--- config.mk ---
export PLATFORM = sky130hd
export DESIGN_NAME = sam_md_tag_builder
export DESIGN_NICKNAME = d
export VERILOG_FILES = /design/src/design/smd_pkg.sv /design/src/design/sam_md_tag_builder.sv /design/src/design/smd_core.sv /design/src/design/smd_serial.sv
export SDC_FILE = /design/constraint.sdc
export NUM_CORES = 1
export LEC_CHECK = 0
export ABC_AREA = 0
export ABC_CLOCK_PERIOD_IN_PS = 5910
export BUFFER_PORTS_ARGS = -buffer_cell sky130_fd_sc_hd__buf_2
export CORE_MARGIN = 1.5
export CORE_UTILIZATION = 62
export CTS_BUF_LIST = sky130_fd_sc_hd__clkbuf_16
export CTS_CLUSTER_SIZE = 40
export DETAILED_ROUTE_END_ITERATION = 10
export PLACE_DENSITY = 0.84
export SLEW_MARGIN = 10
export SYNTH_ARGS = -nofsm -noshare
export SYNTH_HDL_FRONTEND = slang
export SYNTH_SLANG_ARGS = --single-unit
--- constraint.sdc ---
create_clock -name clk -period 5.91 [get_ports clk]
set_input_delay 1.182 -clock clk [delete_from_list [all_inputs] [get_ports clk]]
set_output_delay 1.182 -clock clk [all_outputs]
set_load 0.005 [all_outputs]
--- src/design/smd_pkg.sv ---
// Shared types, codes and constants for the SAM MD tag builder.
// Depends on nothing; imported by every module of the block.
package smd_pkg;

    // Width of the match run as seen by a user; only the saturation limit follows from it
    localparam int unsigned RUN_BITS   = 16;
    localparam int unsigned DIGIT_CAP  = 99999;
    localparam int unsigned DIGITS     = 5;
    localparam int unsigned MAX_RES    = 7;
    localparam int unsigned CNT_W      = 3;
    localparam int unsigned DIG_IDX_W  = 3;

    localparam longint unsigned RUN_MAX   = (64'd1 << RUN_BITS) - 64'd1;
    localparam longint unsigned RUN_LIMIT = (RUN_MAX < DIGIT_CAP) ? RUN_MAX : DIGIT_CAP;

    // Saturation limit in decimal digits, least significant first
    localparam logic [3:0] LIM_D0 = 4'(RUN_LIMIT % 10);
    localparam logic [3:0] LIM_D1 = 4'((RUN_LIMIT / 10) % 10);
    localparam logic [3:0] LIM_D2 = 4'((RUN_LIMIT / 100) % 10);
    localparam logic [3:0] LIM_D3 = 4'((RUN_LIMIT / 1000) % 10);
    localparam logic [3:0] LIM_D4 = 4'((RUN_LIMIT / 10000) % 10);

    typedef logic [DIGITS-1:0][3:0] bcd_t;

    localparam bcd_t RUN_LIMIT_BCD = {LIM_D4, LIM_D3, LIM_D2, LIM_D1, LIM_D0};

    // Characters
    localparam logic [7:0] CH_A     = 8'h41;
    localparam logic [7:0] CH_C     = 8'h43;
    localparam logic [7:0] CH_G     = 8'h47;
    localparam logic [7:0] CH_T     = 8'h54;
    localparam logic [7:0] CH_N     = 8'h4E;
    localparam logic [7:0] CH_CARET = 8'h5E;
    localparam logic [7:0] CH_ZERO  = 8'h30;
    localparam logic [7:0] CH_NINE  = 8'h39;
    localparam logic [7:0] CH_NONE  = 8'h00;

    typedef enum logic [2:0] {
        OP_ALIGN     = 3'd0,
        OP_DEL_FIRST = 3'd1,
        OP_DEL_MORE  = 3'd2,
        OP_NOP       = 3'd3,
        OP_END       = 3'd4,
        OP_ABORT     = 3'd5
    } op_t;

    typedef enum logic [1:0] {
        KIND_CHAR      = 2'd0,
        KIND_END_FULL  = 2'd1,
        KIND_END_EMPTY = 2'd2,
        KIND_ABORT     = 2'd3
    } kind_t;

    typedef struct packed {
        logic [7:0] ch;
        kind_t      kind;
    } entry_t;

    // All results caused by one request, in emission order from entry 0
    typedef struct packed {
        entry_t [MAX_RES-1:0] ent;
        logic [CNT_W-1:0]     count;
    } burst_t;

    // Map a reference character onto A, C, G, T or N
    function automatic logic [7:0] base_letter(input logic [7:0] b);
        logic [7:0] res;
        res = CH_N;
        if (b == CH_A || b == CH_C || b == CH_G || b == CH_T)
            res = b;
        return res;
    endfunction

endpackage

--- src/design/sam_md_tag_builder.sv ---
// Top level of the SAM MD tag builder: request register and builder, then serialiser.
// Depends on smd_pkg, smd_core and smd_serial.
//
//  channel | direction | tdata                         | tuser       | tlast
//  s_*     | in        | query_base[7:0] ref_base[15:8] | op[2:0]     | -
//  m_*     | out       | out_char[7:0]                  | kind[1:0]   | final result
//
// Requests and bursts are registered; results leave one per cycle unless stalled.
// Requests with at most one result flow every cycle while m_tready is high.
// A request of n results, n at most seven, stalls the next until its last is taken.
// Reset clears the match run and the record flag; no clearing pass is needed.
// Back-pressure on m_tready stalls the serialiser and, through it, s_tready.
module sam_md_tag_builder (
    input  logic        clk,
    input  logic        rst_n,
    input  logic        s_tvalid,
    output logic        s_tready,
    input  logic [15:0] s_tdata,   // query_base[7:0], ref_base[15:8]
    input  logic [2:0]  s_tuser,   // op[2:0]
    output logic        m_tvalid,
    input  logic        m_tready,
    output logic [7:0]  m_tdata,   // out_char[7:0]
    output logic [1:0]  m_tuser,   // kind[1:0]
    output logic        m_tlast
);
    import smd_pkg::*;

    logic   advance;
    logic   burst_valid;
    burst_t burst;

    // Register the request and build its results
    smd_core u_core (
        .clk         (clk),
        .rst_n       (rst_n),
        .in_valid    (s_tvalid),
        .in_ready    (s_tready),
        .in_op       (s_tuser),
        .in_query    (s_tdata[7:0]),
        .in_ref      (s_tdata[15:8]),
        .advance     (advance),
        .burst_valid (burst_valid),
        .burst       (burst)
    );

    // Emit the results one per cycle while m_tready is high
    smd_serial u_serial (
        .clk         (clk),
        .rst_n       (rst_n),
        .burst_valid (burst_valid),
        .burst       (burst),
        .advance     (advance),
        .out_valid   (m_tvalid),
        .out_ready   (m_tready),
        .out_char    (m_tdata),
        .out_kind    (m_tuser),
        .out_last    (m_tlast)
    );

endmodule

--- src/design/smd_core.sv ---
// Input register, match run state and result burst builder.
// Depends on smd_pkg.
module smd_core (
    input  logic                 clk,
    input  logic                 rst_n,
    input  logic                 in_valid,
    output logic                 in_ready,
    input  logic [2:0]           in_op,
    input  logic [7:0]           in_query,
    input  logic [7:0]           in_ref,
    input  logic                 advance,
    output logic                 burst_valid,
    output smd_pkg::burst_t      burst
);
    import smd_pkg::*;

    logic        in_valid_reg;
    logic [2:0]  op_reg;
    logic [7:0]  query_reg;
    logic [7:0]  ref_reg;
    bcd_t        run_reg;
    bcd_t        run_next;
    logic        emitted_reg;
    logic        emitted_next;

    bcd_t                 run_inc;
    logic                 inc_carry;
    logic [DIG_IDX_W-1:0] n_dig;
    logic [DIG_IDX_W-1:0] n_flush;
    logic                 flush;
    logic [1:0]           n_tail;
    entry_t               tail0;
    entry_t               tail1;
    logic [7:0]           letter;
    logic                 any_char;
    logic [CNT_W-1:0]     pos;

    assign in_ready    = !in_valid_reg || advance;
    assign burst_valid = in_valid_reg;
    assign letter      = base_letter(ref_reg);

    // Hold the request until the serialiser takes its burst
    always_ff @(posedge clk or negedge rst_n)
    begin
        if (!rst_n)
        begin
            in_valid_reg <= 1'b0;
        end
        else if (in_ready)
        begin
            in_valid_reg <= in_valid;
        end
    end

    always_ff @(posedge clk)
    begin
        if (in_ready && in_valid)
        begin
            op_reg    <= in_op;
            query_reg <= in_query;
            ref_reg   <= in_ref;
        end
    end

    // Decimal increment of the run, saturating at the limit
    always_comb
    begin
        inc_carry = 1'b1;
        run_inc   = run_reg;
        for (int k = 0; k < DIGITS; k++)
        begin
            if (inc_carry)
            begin
                if (run_reg[k] == 4'd9)
                begin
                    run_inc[k] = 4'd0;
                end
                else
                begin
                    run_inc[k] = run_reg[k] + 4'd1;
                    inc_carry  = 1'b0;
                end
            end
        end
        if (run_reg == RUN_LIMIT_BCD)
            run_inc = run_reg;
    end

    // Count significant digits of the pending run
    always_comb
    begin
        n_dig = '0;
        for (int k = 0; k < DIGITS; k++)
        begin
            if (run_reg[k] != 4'd0)
                n_dig = DIG_IDX_W'(k + 1);
        end
    end

    // Decode the operation into a flush, up to two tail results and the next state
    always_comb
    begin
        flush        = 1'b0;
        n_tail       = 2'd0;
        tail0        = '{ch: CH_NONE, kind: KIND_CHAR};
        tail1        = '{ch: CH_NONE, kind: KIND_CHAR};
        run_next     = run_reg;
        emitted_next = emitted_reg;
        case (op_t'(op_reg))
            OP_ALIGN:
            begin
                if (query_reg == ref_reg)
                begin
                    run_next = run_inc;
                end
                else
                begin
                    flush    = 1'b1;
                    n_tail   = 2'd1;
                    tail0.ch = letter;
                    run_next = '0;
                end
            end
            OP_DEL_FIRST:
            begin
                flush    = 1'b1;
                n_tail   = 2'd2;
                tail0.ch = CH_CARET;
                tail1.ch = letter;
                run_next = '0;
            end
            OP_DEL_MORE:
            begin
                n_tail   = 2'd1;
                tail0.ch = letter;
            end
            OP_END:
            begin
                flush      = 1'b1;
                n_tail     = 2'd1;
                tail0.kind = (emitted_reg || n_dig != '0) ? KIND_END_FULL : KIND_END_EMPTY;
                run_next   = '0;
            end
            OP_ABORT:
            begin
                n_tail     = 2'd1;
                tail0.kind = KIND_ABORT;
                run_next   = '0;
            end
            default:
            begin
                n_tail = 2'd0;
            end
        endcase
        n_flush  = flush ? n_dig : '0;
        any_char = (n_flush != '0) || (tail0.kind == KIND_CHAR && n_tail != 2'd0);
        if (any_char)
            emitted_next = 1'b1;
        if (op_t'(op_reg) == OP_END || op_t'(op_reg) == OP_ABORT)
            emitted_next = 1'b0;
    end

    // Place digits most significant first, then the tail results
    always_comb
    begin
        burst.count = CNT_W'(n_flush) + CNT_W'(n_tail);
        for (int i = 0; i < MAX_RES; i++)
        begin
            pos          = CNT_W'(i);
            burst.ent[i] = '{ch: CH_NONE, kind: KIND_CHAR};
            if (pos < CNT_W'(n_flush))
            begin
                for (int k = 0; k < DIGITS; k++)
                begin
                    if (CNT_W'(i + k + 1) == CNT_W'(n_flush))
                        burst.ent[i].ch = CH_ZERO + {4'd0, run_reg[k]};
                end
            end
            else if (pos == CNT_W'(n_flush))
            begin
                burst.ent[i] = tail0;
            end
            else
            begin
                burst.ent[i] = tail1;
            end
        end
    end

    // Advance the record state when the burst moves on
    always_ff @(posedge clk or negedge rst_n)
    begin
        if (!rst_n)
        begin
            run_reg     <= '0;
            emitted_reg <= 1'b0;
        end
        else if (advance)
        begin
            run_reg     <= run_next;
            emitted_reg <= emitted_next;
        end
    end

endmodule

--- src/design/smd_serial.sv ---
// Burst register and result serialiser: one result per cycle while out_ready is high.
// Depends on smd_pkg.
module smd_serial (
    input  logic            clk,
    input  logic            rst_n,
    input  logic            burst_valid,
    input  smd_pkg::burst_t burst,
    output logic            advance,
    output logic            out_valid,
    input  logic            out_ready,
    output logic [7:0]      out_char,
    output logic [1:0]      out_kind,
    output logic            out_last
);
    import smd_pkg::*;

    burst_t           burst_reg;
    logic             busy_reg;
    logic [CNT_W-1:0] idx_reg;
    logic             take;
    logic             can_load;

    assign out_valid = busy_reg;
    assign out_char  = burst_reg.ent[idx_reg].ch;
    assign out_kind  = burst_reg.ent[idx_reg].kind;
    assign out_last  = (idx_reg == burst_reg.count - CNT_W'(1));
    assign take      = busy_reg && out_ready;
    assign can_load  = !busy_reg || (take && out_last);
    assign advance   = burst_valid && can_load;

    // Step through the burst, reload when idle or on its last result
    always_ff @(posedge clk or negedge rst_n)
    begin
        if (!rst_n)
        begin
            busy_reg <= 1'b0;
            idx_reg  <= '0;
        end
        else if (advance)
        begin
            busy_reg <= (burst.count != '0);
            idx_reg  <= '0;
        end
        else if (take)
        begin
            if (out_last)
                busy_reg <= 1'b0;
            else
                idx_reg <= idx_reg + CNT_W'(1);
        end
    end

    always_ff @(posedge clk)
    begin
        if (advance)
            burst_reg <= burst;
    end

endmodule

Word level (Yosys, flattened, before mapping)
Cells that the tools add are included.
Widths: inputs -> output; s select.
- bits of input ports: 23
- output and inout bits: 13
- flip-flop bits (word level): 118
- muxes and demuxes: 94
- equality and inequality tests: 29
- add/sub/neg operators: 13
- reductions and logical operators: 49
- $lt $le $gt $ge: 8
- bitwise operators: 7
- operator list (operator ; number):
    $mux 8 ; 45
    $mux 10 ; 8
    $mux 20 ; 2
    $pmux 20 s2 ; 1
    $mux 4 ; 9
    $add 6x4->7 const A ; 5
    $eq 8x7->1 const B ; 4
    $bmux 10 s3 ; 1
    $pmux 8 s3 ; 1
    $add 4x1->4 const B ; 5
    $eq 20x19->1 const B ; 1
    $eq 4x4->1 const B ; 5
    $reduce_bool 4->1 ; 5
    $mux 3 ; 6
    $reduce_and 4->1 ; 4
    $reduce_or 2->1 ; 8
    $mux 1 ; 15
    $eq 3x3->1 const A ; 4
    $ne 3x2->1 const B ; 4
    $reduce_bool 2->1 ; 5
    $lt 3x3->1 const A ; 3
    $reduce_bool 3->1 ; 3
    $eq 8x8->1 ; 1
    $logic_or 1x1->1 ; 8
    other kinds (26) ; 47

Logic depth before layout (Yosys ltp)
Gate-level depths: netlist of the first run.
- depth in word-level cells: 15
- mapped depth: 14

By module
Synthesis of the first run repeated with hierarchy kept, for this count alone.
- cells, all modules: 607
- area total of the unflattened synthesis: 6521.3 µm²
- modules (own cells, without submodules) (module ; area each (µm²) ; times used ; cells an instance):
    smd_core ; 3482.1 ; 1 ; 434
    smd_serial ; 3039.2 ; 1 ; 173

Worst setup path after synthesis of the first run
OpenSTA, ideal clock, no wires.
- path kind: input-to-reg
- start point: input port m_tready
- end point: register u_core.emitted_reg
- library setup time: 0.342 ns
- path slack: 0.527 ns
- arrival: 5.041 ns
- path buffers: 0
- stages: 3
- cells stage by stage: a41oi_1 nor2b_1 a221oi_1
- longest elaborated chain between the ends: 5
- ends and longest elaborated chain (item ; line ; text):
    start, declared ; sam_md_tag_builder.sv:21 ; input logic m_tready,
    $logic_and 1x1->1 ; smd_serial.sv:27 ; assign take = busy_reg && out_ready;
    $logic_and 1x1->1 ; smd_serial.sv:28 ; assign can_load = !busy_reg || (take && out_last);
    $logic_or 1x1->1 ; smd_serial.sv:28 ;
    $logic_and 1x1->1 ; smd_serial.sv:29 ; assign advance = burst_valid && can_load;
    via advance ; sam_md_tag_builder.sv:28 ; logic advance;
    $reduce_and 2->1 (no line) ; -- ;
    end signal, assigned ; smd_core.sv:201 ; emitted_reg <= emitted_next;
    end, declared ; smd_core.sv:23 ; logic emitted_reg;
The timed path passes the listed nets, and every way through them passes these cells.
A chain may end at the register's enable or synchronous reset.

==> out/results.tsv, run 1 <==
stage	metric	value	unit
clocking	cts_tree	built	
layout	fin_cells	856	
route	dr.first_iter.drc_count	629	
power	power.leakage	2.929	nW
placement	pre_cts_ws	1721	ps
min_path	hp-start	u_core.run_reg[13]$_DFFE_PN0P_	
timing	tns	0	ps
synthesis	synth_edf_count	92	
placement	dpl_cell_area	0.007164	mm^2
route	via_count	5733	
route	routedWlPerCell	22.64	um
critical_path	end_kind	register	
grt	antenna_found_initial	0	
timing	worst_slack	1614	ps
critical_path	crit_required	6070	ps
timing	rsz0062_at_grt	no	
timing	relSlewSlack	32.74	%
floorplanning	rows	38	
layout	multi_input_area	0.003269	mm^2
floorplanning	die_area	0.01175	mm^2
layout	area_delta_synth_final	12.72	%
power	power	3.865	mW
placement	place.gp.congestion	0.9840	
clocking	root_buffer	clkbuf_16	
layout	drive_above_1_share	14.25	%
power	swShare	37.11	%
timing	max_freq	0.2328	GHz
grt	grt_use_met3	11.21	%
power	pwr-share-clk	27.1	%
synthesis	syn_area	0.006885	mm^2
min_path	hold_class	register to register	
placement	portBuffers	35	
power	power_density	497.9	mW/mm^2
timing	finalCritPeriodShare	72.68	%
floorplanning	start_util	63.52	%
synthesis	synth-seq-cells	118	
clocking	hold_buffers	0	
critical_path	criticalPathCategory	register to register	
timing	final_max_slew_viol_count	0	
job	drv_cap	0	
layout	diodes	0	
clocking	post_cts_resized	0	
power	p_switching	1.434	mW
route	finalWirelength	19380	um
grt	grt_pass1_vias	5471	
timing	fin_skew	7.600	ps
timing	holdWs	623.6	ps
power	combPwrFrac	36.5	%
clocking	insertion_delay	420	ps
floorplanning	die_w	108.4	um
grt	grt_remaining_overflow	0	
synthesis	async_reset_ff_share	22.03	%
critical_path	r2r-start	u_core.ref_reg[1]$_DFFE_PP_	
placement	dpl.cell_count	824	
power	ir_drop	0.0003170	V
critical_path	cp_slowest_cell	ha_1	
layout	layout.nets	746	
clocking	cts_setup_buffers	0	
clocking	cts_max_level	4	
route	dr.pass1.iters	6	
layout	fillCellCount	783	
grt	met1_usage	44.22	%
critical_path	crit_path_cell_trace	xnor2_1, nand4_1, o31a_1, nand2_1, ha_1, inv_1, nor3_1, nand2_1, nor2_1, nor3_1, a221o_1	
floorplanning	io_pins	36	
timing	setup_violations	0	
layout	post-route-cell-area	0.007761	mm^2
layout	final_core_util	71.60	%
clocking	cts_buffers	17	
grt	use_met2	54.16	%
critical_path	crit_start	u_core.ref_reg[1]$_DFFE_PP_	
route	drtAntennaViolNets	0	
route	viasPerCell	6.697	
timing	hold_viol	0	
synthesis	yosysWarnings	0	
placement	dp_hpwl	13750	um
power	seqPwrFrac	36.4	%
synthesis	yosysUniqueCellTypes	76	
power	internal_power	2.430	mW
clocking	clk_pin_slew	50	ps
critical_path	start_kind	register	
synthesis	yosysSeqAreaShare	49.57	%
floorplanning	coreArea	0.01084	mm^2
timing	worst_pin_slew	1007	ps
grt	top_usage_layer	met2	
critical_path	crit_arrival	4450	ps
grt	grt_usage	34.83	%
route	drc	0	
clocking	cts_sinks	118	
clocking	clock_path_buffers	2	
grt	grt_max_degree	36	
layout	largest_register_ffs	73	
synthesis	avgSynthCellArea	10.25	um^2
floorplanning	die_y	108.4	um
timing	fin_crit	4296	ps
grt	grt_pass1_wl	29590	um
layout	seq_area	0.003413	mm^2
synthesis	syn_inst	672	
synthesis	synth_flop_cell	edfxtp_1	
outcome	status	finished, final reports clean	
critical_path	max_stage_delay	510	ps
critical_path	worst-path-max-fanout	15	
[cells in the mapped netlist (all sizes together), types with 6 or more instances]
cell type / number / area (um^2)
nand2b: 10 / 70.06
inv: 25 / 93.84
nor2: 76 / 302.8
a21oi: 68 / 344.1
o21ai: 62 / 310.3
nand3: 11 / 55.05
clkbuf: 30 / 112.6
nor2b: 6 / 37.54
mux2i: 20 / 200.2
nor3: 13 / 65.06
o22ai: 7 / 43.79
a31oi: 6 / 37.54
ha: 19 / 237.7
buf: 11 / 57.55
o31ai: 13 / 121.4
edfxtp: 92 / 2763
a22o: 7 / 61.31
dfrtp: 26 / 650.6
nand2: 55 / 209.0
xnor2: 11 / 96.34
mux4: 10 / 225.2
and3: 6 / 37.54
[path summary, 6_finish.rpt]
path	end	slack [ps]	cells after the start
worst max-delay path	u_serial.burst_reg[17]$_DFFE_PP_	1610	11
worst min-delay path	u_core.run_reg[13]$_DFFE_PN0P_	620	2
worst max register to register	u_serial.burst_reg[17]$_DFFE_PP_	1610	11
worst min register to register	u_core.run_reg[13]$_DFFE_PN0P_	620	2
max in group asynchronous	u_serial.idx_reg[1]$_DFFE_PN0P_	4740	1
min in group asynchronous	u_core.run_reg[1]$_DFFE_PN0P_	760	1
[power groups by stage]
stage	clock network [mW]	registers, mW	logic, mW
finish	1.05	1.41	1.41
global route	1.08	1.43	1.53
CTS	1.05	1.40	1.39
detailed placement	0	1.42	1.38
global placement	0	1.40	1.35
floorplan	0	1.34	1.04
[cell families after synthesis]
logic type	Yosys count	share of synthesized area, %
mux	33	6.669
flops	118	49.57
simple gates	214	15.41
compound gates	204	18.48
buf+inv	66	3.834
other cells	1	0.05446
xor+xnor	16	2.235
fa+ha+maj	20	3.743
[critical path, delay by kind of cell, from the launching register on]
family / cells / cell delay (ps)
AND/OR/NAND/NOR: 6 / 1790
AO/OA/AOI/OAI: 2 / 820
adder cells (fa/ha/maj): 1 / 510
flip-flops: 1 / 460
buffers and inverters: 1 / 260
XOR/XNOR: 1 / 200
[placed cells by master, fill, tap and decap left out, drive strengths merged, types with 7 or more instances in the layout]
master   n
mux4    10
nor2    76
nor3    13
nand3   11
o31ai   13
inv     29
buf     40
o21ai   62
clkinv   7
xnor2   11
nand2b  10
conb    14
o22ai    7
edfxtp  92
dfrtp   26
a22o     7
mux2i   20
a21oi   68
clkbuf  17
nand2   55
ha      19
[metal layers]
metal  vias to the layer above  share of wire (%)
met5                         -                  0
met2                       397                 46
li1                       2555                  -
met4                         0                3.8
met1                      2708                 39
met3                        73                 11
[final cells by class]
type	instances	area share, %
multi-input combinational	501	42.12
tap	140	2.257
timing repair buffer	40	2.741
clock buffer	17	5.481
sequential	118	43.98
clock inverter	15	2.209
inverter	25	1.209
Power figures use the tool's default switching activity.
==> run 2: changes to the inputs <==
--- a/config.mk
+++ b/config.mk
@@ -6,7 +6,7 @@
 export NUM_CORES = 1
 export LEC_CHECK = 0
 export ABC_AREA = 0
-export ABC_CLOCK_PERIOD_IN_PS = 5910
+export ABC_CLOCK_PERIOD_IN_PS = 4150
 export BUFFER_PORTS_ARGS = -buffer_cell sky130_fd_sc_hd__buf_2
 export CORE_MARGIN = 1.5
 export CORE_UTILIZATION = 62
==> constraint.sdc (replaced) <==
create_clock -name clk -period 4.15 [get_ports clk]
set_input_delay 0.83 -clock clk [delete_from_list [all_inputs] [get_ports clk]]
set_output_delay 0.83 -clock clk [all_outputs]
set_load 0.005 [all_outputs]
==> out/results.tsv, run 2 (same netlist as run 1, synthesis figures left out) <==
stage	metric	value	unit
floorplanning	die_area	0.01175	mm^2
grt	grt_remaining_overflow	0	
critical_path	crit_required	4320	ps
layout	layout.nets	756	
layout	largest_register_ffs	73	
layout	area_delta_synth_final	14.14	%
route	routedWlPerCell	22.45	um
grt	grt_pass1_vias	5514	
power	power.leakage	2.959	nW
critical_path	criticalPathCategory	register to register	
timing	tns	0	ps
placement	dp_hpwl	13820	um
floorplanning	die_y	108.4	um
floorplanning	io_pins	36	
layout	diodes	0	
route	drtAntennaViolNets	0	
power	ir_drop	0.0004430	V
clocking	cts_sinks	118	
critical_path	end_kind	register	
layout	drive_above_1_share	16.12	%
clocking	clk_pin_slew	60	ps
critical_path	start_kind	register	
timing	final_max_slew_viol_count	0	
timing	max_freq	0.2667	GHz
layout	final_common_cell	edfxtp_1	
route	dr.pass1.iters	5	
route	finalWirelength	19450	um
critical_path	r2r-start	u_core.ref_reg[1]$_DFFE_PP_	
route	via_count	5779	
floorplanning	coreArea	0.01084	mm^2
timing	fin_crit	3750	ps
clocking	cts_tree	built	
floorplanning	start_util	63.52	%
min_path	hold_class	input pin to asynchronous set/reset pin	
layout	fillCellCount	761	
outcome	status	finished, final reports clean	
layout	final_cell_mix	92 x edfxtp_1, 71 x nor2_1, 67 x a21oi_1	
placement	dpl_cell_area	0.007252	mm^2
critical_path	crit_arrival	3920	ps
critical_path	reg2regPathDepth	11	
clocking	post_cts_resized	0	
timing	rsz0062_at_grt	no	
critical_path	worst-path-max-fanout	15	
clocking	hold_buffers	0	
grt	antenna_found_initial	1	
clocking	insertion_delay	420	ps
layout	post-route-cell-area	0.007859	mm^2
floorplanning	rows	38	
timing	fin_skew	7.177	ps
grt	met1_usage	46.31	%
timing	worst_pin_slew	1060	ps
floorplanning	die_w	108.4	um
critical_path	reg2reg_to	u_serial.burst_reg[17]$_DFFE_PP_	
power	power_density	714.1	mW/mm^2
timing	finalCritPeriodShare	90.36	%
route	viasPerCell	6.673	
clocking	cts_buffers	17	
grt	top_usage_layer	met2	
timing	relSlewSlack	28.32	%
clocking	root_buffer	clkbuf_16	
grt	grt_usage	34.62	%
timing	setup_violations	0	
grt	grt_max_degree	76	
clocking	cts_setup_buffers	0	
timing	hold_viol	0	
grt	grt_use_met3	6.269	%
placement	portBuffers	35	
clocking	clock_path_buffers	2	
critical_path	rrSetupSlack	400	ps
grt	grt_pass1_wl	29820	um
job	drv_cap	0	
clocking	cts_max_level	4	
placement	place.gp.congestion	1.043	
grt	use_met2	56.33	%
route	drc	0	
route	dr.first_iter.drc_count	697	
run 2: cell types whose count changed in the layout (fill, tap and decap cells not counted), sizes merged:
| cell | delta |
|---|---|
| bufinv | -1 |
| inv | -3 |
| clkinvlp | +3 |
| clkinv | +1 |
| buf | +10 |
run 2: layout make-up:
class | instances | area [um^2] | share of cell area (%)
clock inverter | 15 | 181.4 | 2.309
timing repair buffer | 50 | 300.3 | 3.821
tap | 140 | 175.2 | 2.229
sequential | 118 | 3413 | 43.43
multi-input combinational | 501 | 3269 | 41.60
clock buffer | 17 | 425.4 | 5.413
inverter | 25 | 93.84 | 1.194
run 2: layer usage:
metal,wire (um),up-vias
met2,9328,344
met3,1700,67
met5,12,-
met4,587,2
li1,-,2575
met1,7815,2791
run 2: where the power goes:
part	total [mW]	switching [mW]	internal [mW]
Combinational	2.17	1.39	0.776
Clock	1.51	0.562	0.946
Sequential	1.94	0.188	1.75
run 2: how the worst max path moves through the flow:
stage                                                  end  cells past startpoint  slack, ps                            start
after floorplan             u_core.emitted_reg$_DFFE_PN0P_                      6        510  u_serial.burst_reg[0]$_DFFE_PP_
after global placement    u_serial.burst_reg[17]$_DFFE_PP_                     10        640       u_core.op_reg[0]$_DFFE_PP_
after detailed placement  u_serial.burst_reg[17]$_DFFE_PP_                     11        490      u_core.ref_reg[5]$_DFFE_PP_
after CTS                 u_serial.burst_reg[17]$_DFFE_PP_                     11        480      u_core.ref_reg[1]$_DFFE_PP_
after global routing      u_serial.burst_reg[17]$_DFFE_PP_                     11        170      u_core.ref_reg[1]$_DFFE_PP_
final                     u_serial.burst_reg[17]$_DFFE_PP_                     11        400      u_core.ref_reg[1]$_DFFE_PP_
run 2: worst max-delay path, cell delays in order, from the launching register on:
cell and delay (ps):
edfxtp_1 450, xnor2_1 200, nand4_1 210, o31a_1 460, nand2_1 310, ha_1 440, inv_1 170, nor3_1 330
nand2_1 390, nor2_1 200, nor3_1 80, a221o_1 260
run 2: per-stage QoR:
| stage | std cells | total power [mW] | setup slack (ps) | hold WS [ps] | utilization (%) |
|---|---|---|---|---|---|
| detailed placement | 834 | 4.076 | 487.5 | 616.2 | 66.90 |
| finish | 866 | 5.612 | 400.2 | 414.5 | 72.50 |
| CTS | 866 | 5.571 | 478.0 | 436.0 | 72.50 |
| floorplan | 685 | 3.377 | 509.2 | 511.4 | - |
| global route | 866 | 5.858 | 172.6 | 474.7 | 72.50 |
| global placement | 834 | 3.976 | 645.0 | 589.2 | 66.90 |
==> run 3: changes to the inputs <==
--- a/config.mk
+++ b/config.mk
@@ -13,7 +13,7 @@
 export CTS_BUF_LIST = sky130_fd_sc_hd__clkbuf_16
 export CTS_CLUSTER_SIZE = 40
 export DETAILED_ROUTE_END_ITERATION = 10
-export PLACE_DENSITY = 0.84
+export PLACE_DENSITY = 0.81
 export SLEW_MARGIN = 10
 export SYNTH_ARGS = -nofsm -noshare
 export SYNTH_HDL_FRONTEND = slang
==> out/results.tsv, run 3 (same netlist as run 1, synthesis figures left out) <==
stage	metric	value	unit
outcome	status	finished, final reports clean	
grt	grt_pass1_vias	5725	
timing	max_freq	0.2638	GHz
timing	rsz0062_at_grt	no	
critical_path	crit_arrival	3960	ps
critical_path	crit_path_cell_trace	xnor2_1, nand4_1, o31a_1, nand2_1, ha_1, inv_1, nor3_1, nand2_1, nor2_1, nor3_1, a221o_1	
floorplanning	rows	38	
critical_path	criticalPathCategory	register to register	
layout	diodes	0	
clocking	insertion_delay	430	ps
power	power	5.709	mW
clocking	root_buffer	clkbuf_16	
route	viasPerCell	6.700	
layout	layout.nets	761	
power	internal_power	3.545	mW
critical_path	path_delay_family	simple AND/OR/NAND/NOR gates	
grt	grt_pass1_wl	30780	um
clocking	cts_tree	built	
grt	grt_usage	35.38	%
power	ir_drop	0.0004135	V
clocking	cts_buffers	17	
floorplanning	die_y	108.4	um
placement	pre_cts_ws	431.6	ps
timing	finalCritPeriodShare	91.36	%
clocking	hold_buffers	0	
timing	tns	0	ps
layout	final_core_util	73.04	%
power	pwr-share-clk	27.6	%
clocking	cts_sinks	118	
critical_path	start_kind	register	
critical_path	cp_slowest_cell	ha_1	
placement	dp_hpwl	14110	um
critical_path	crit_required	4320	ps
clocking	clock_path_buffers	2	
power	power_density	721.0	mW/mm^2
route	via_count	5836	
timing	hold_viol	0	
timing	fin_crit	3791	ps
grt	grt_remaining_overflow	0	
clocking	cts_max_level	4	
placement	place.gp.congestion	1.020	
floorplanning	io_pins	36	
power	power.leakage	3.001	nW
route	routedWlPerCell	22.75	um
layout	area_delta_synth_final	14.99	%
layout	final_cell_mix	92 x edfxtp_1, 71 x nor2_1, 67 x a21oi_1	
clocking	post_cts_resized	0	
critical_path	path_buf_inv	1	
layout	drive_above_1_share	16.69	%
power	swShare	37.90	%
critical_path	worst-path-max-fanout	15	
power	seqPwrFrac	34.0	%
timing	relSlewSlack	29.95	%
layout	final_common_cell	edfxtp_1	
timing	worst_pin_slew	1036	ps
placement	portBuffers	35	
floorplanning	coreArea	0.01084	mm^2
power	p_switching	2.164	mW
route	drtAntennaViolNets	0	
grt	grt_max_degree	74	
route	dr.first_iter.drc_count	725	
timing	worst_slack	358.7	ps
floorplanning	start_util	63.52	%
route	drc	0	
min_path	hold_class	input pin to asynchronous set/reset pin	
timing	fin_skew	6.840	ps
clocking	clk_pin_slew	60	ps
floorplanning	die_area	0.01175	mm^2
timing	setup_violations	0	
critical_path	max_stage_delay	470	ps
job	drv_cap	0	
route	dr.pass1.iters	8	
critical_path	end_kind	register	
floorplanning	die_w	108.4	um
clocking	cts_setup_buffers	0	
layout	largest_register_ffs	73	
grt	antenna_found_initial	0	
route	finalWirelength	19820	um
timing	final_max_slew_viol_count	0	
power	combPwrFrac	38.4	%
==> run 3: changes by cell type in the layout (fill, tap and decap cells not counted), sizes merged <==
cell      previous run  this run
clkinvlp             3         1
buf                 50        55
inv                 26        27
bufinv               3         4
==> run 3: layout make-up <==
cell class	count	area (um^2)
inverter	25	93.84
tap	140	175.2
clock buffer	17	425.4
clock inverter	15	202.7
timing repair buffer	55	337.8
sequential	118	3413
fill	762	2923
multi-input combinational	501	3269
==> run 3: through the flow <==
| step | instances | cell area (um^2) | hold WS [ps] |
|---|---|---|---|
| 6_report | 871 | 7918 | 406.0 |
| 3_3_place_gp | 839 | 7289 | 582.1 |
| 3_5_place_dp | 839 | 7289 | 604.2 |
| 4_1_cts | 871 | 7918 | 432.7 |
| 2_1_floorplan | 685 | 6937 | 511.4 |
| 5_1_grt | 871 | 7918 | 476.4 |
==> run 3: power by group through the flow <==
stage,Clock (mW),Combinational [mW],Sequential (mW)
final,1.58,2.19,1.94
after global placement,0,2.09,1.92
after CTS,1.57,2.16,1.93
after floorplan,0,1.49,1.89
after detailed placement,0,2.14,1.95
after global routing,1.62,2.38,1.96
==> run 3: worst paths after layout <==
path | end | depth (start not counted) | from | slack [ps]
setup / recovery | u_serial.burst_reg[17]$_DFFE_PP_ | 11 | u_core.ref_reg[1]$_DFFE_PP_ | 360
hold / removal | u_core.run_reg[19]$_DFFE_PN0P_ | 1 | rst_n | 410
setup reg to reg | u_serial.burst_reg[17]$_DFFE_PP_ | 11 | u_core.ref_reg[1]$_DFFE_PP_ | 360
hold reg to reg | u_serial.out_valid$_DFFE_PN0P_ | 2 | u_core.burst_valid$_DFFE_PN0N_ | 640
max in group asynchronous | u_serial.out_valid$_DFFE_PN0P_ | 1 | rst_n | 3340
min in group clk | u_core.ref_reg[7]$_DFFE_PP_ | 1 | s_tdata[15] | 580
==> run 3: per-layer routing <==
layer / vias up / GRT usage, % / wire [um]
met2: 394 / 57.55 / 9389
li1: 2587 / - / -
met3: 63 / 8.318 / 2039
met5: - / 0 / 0
met1: 2792 / 45.94 / 7814
met4: 0 / 14.00 / 575
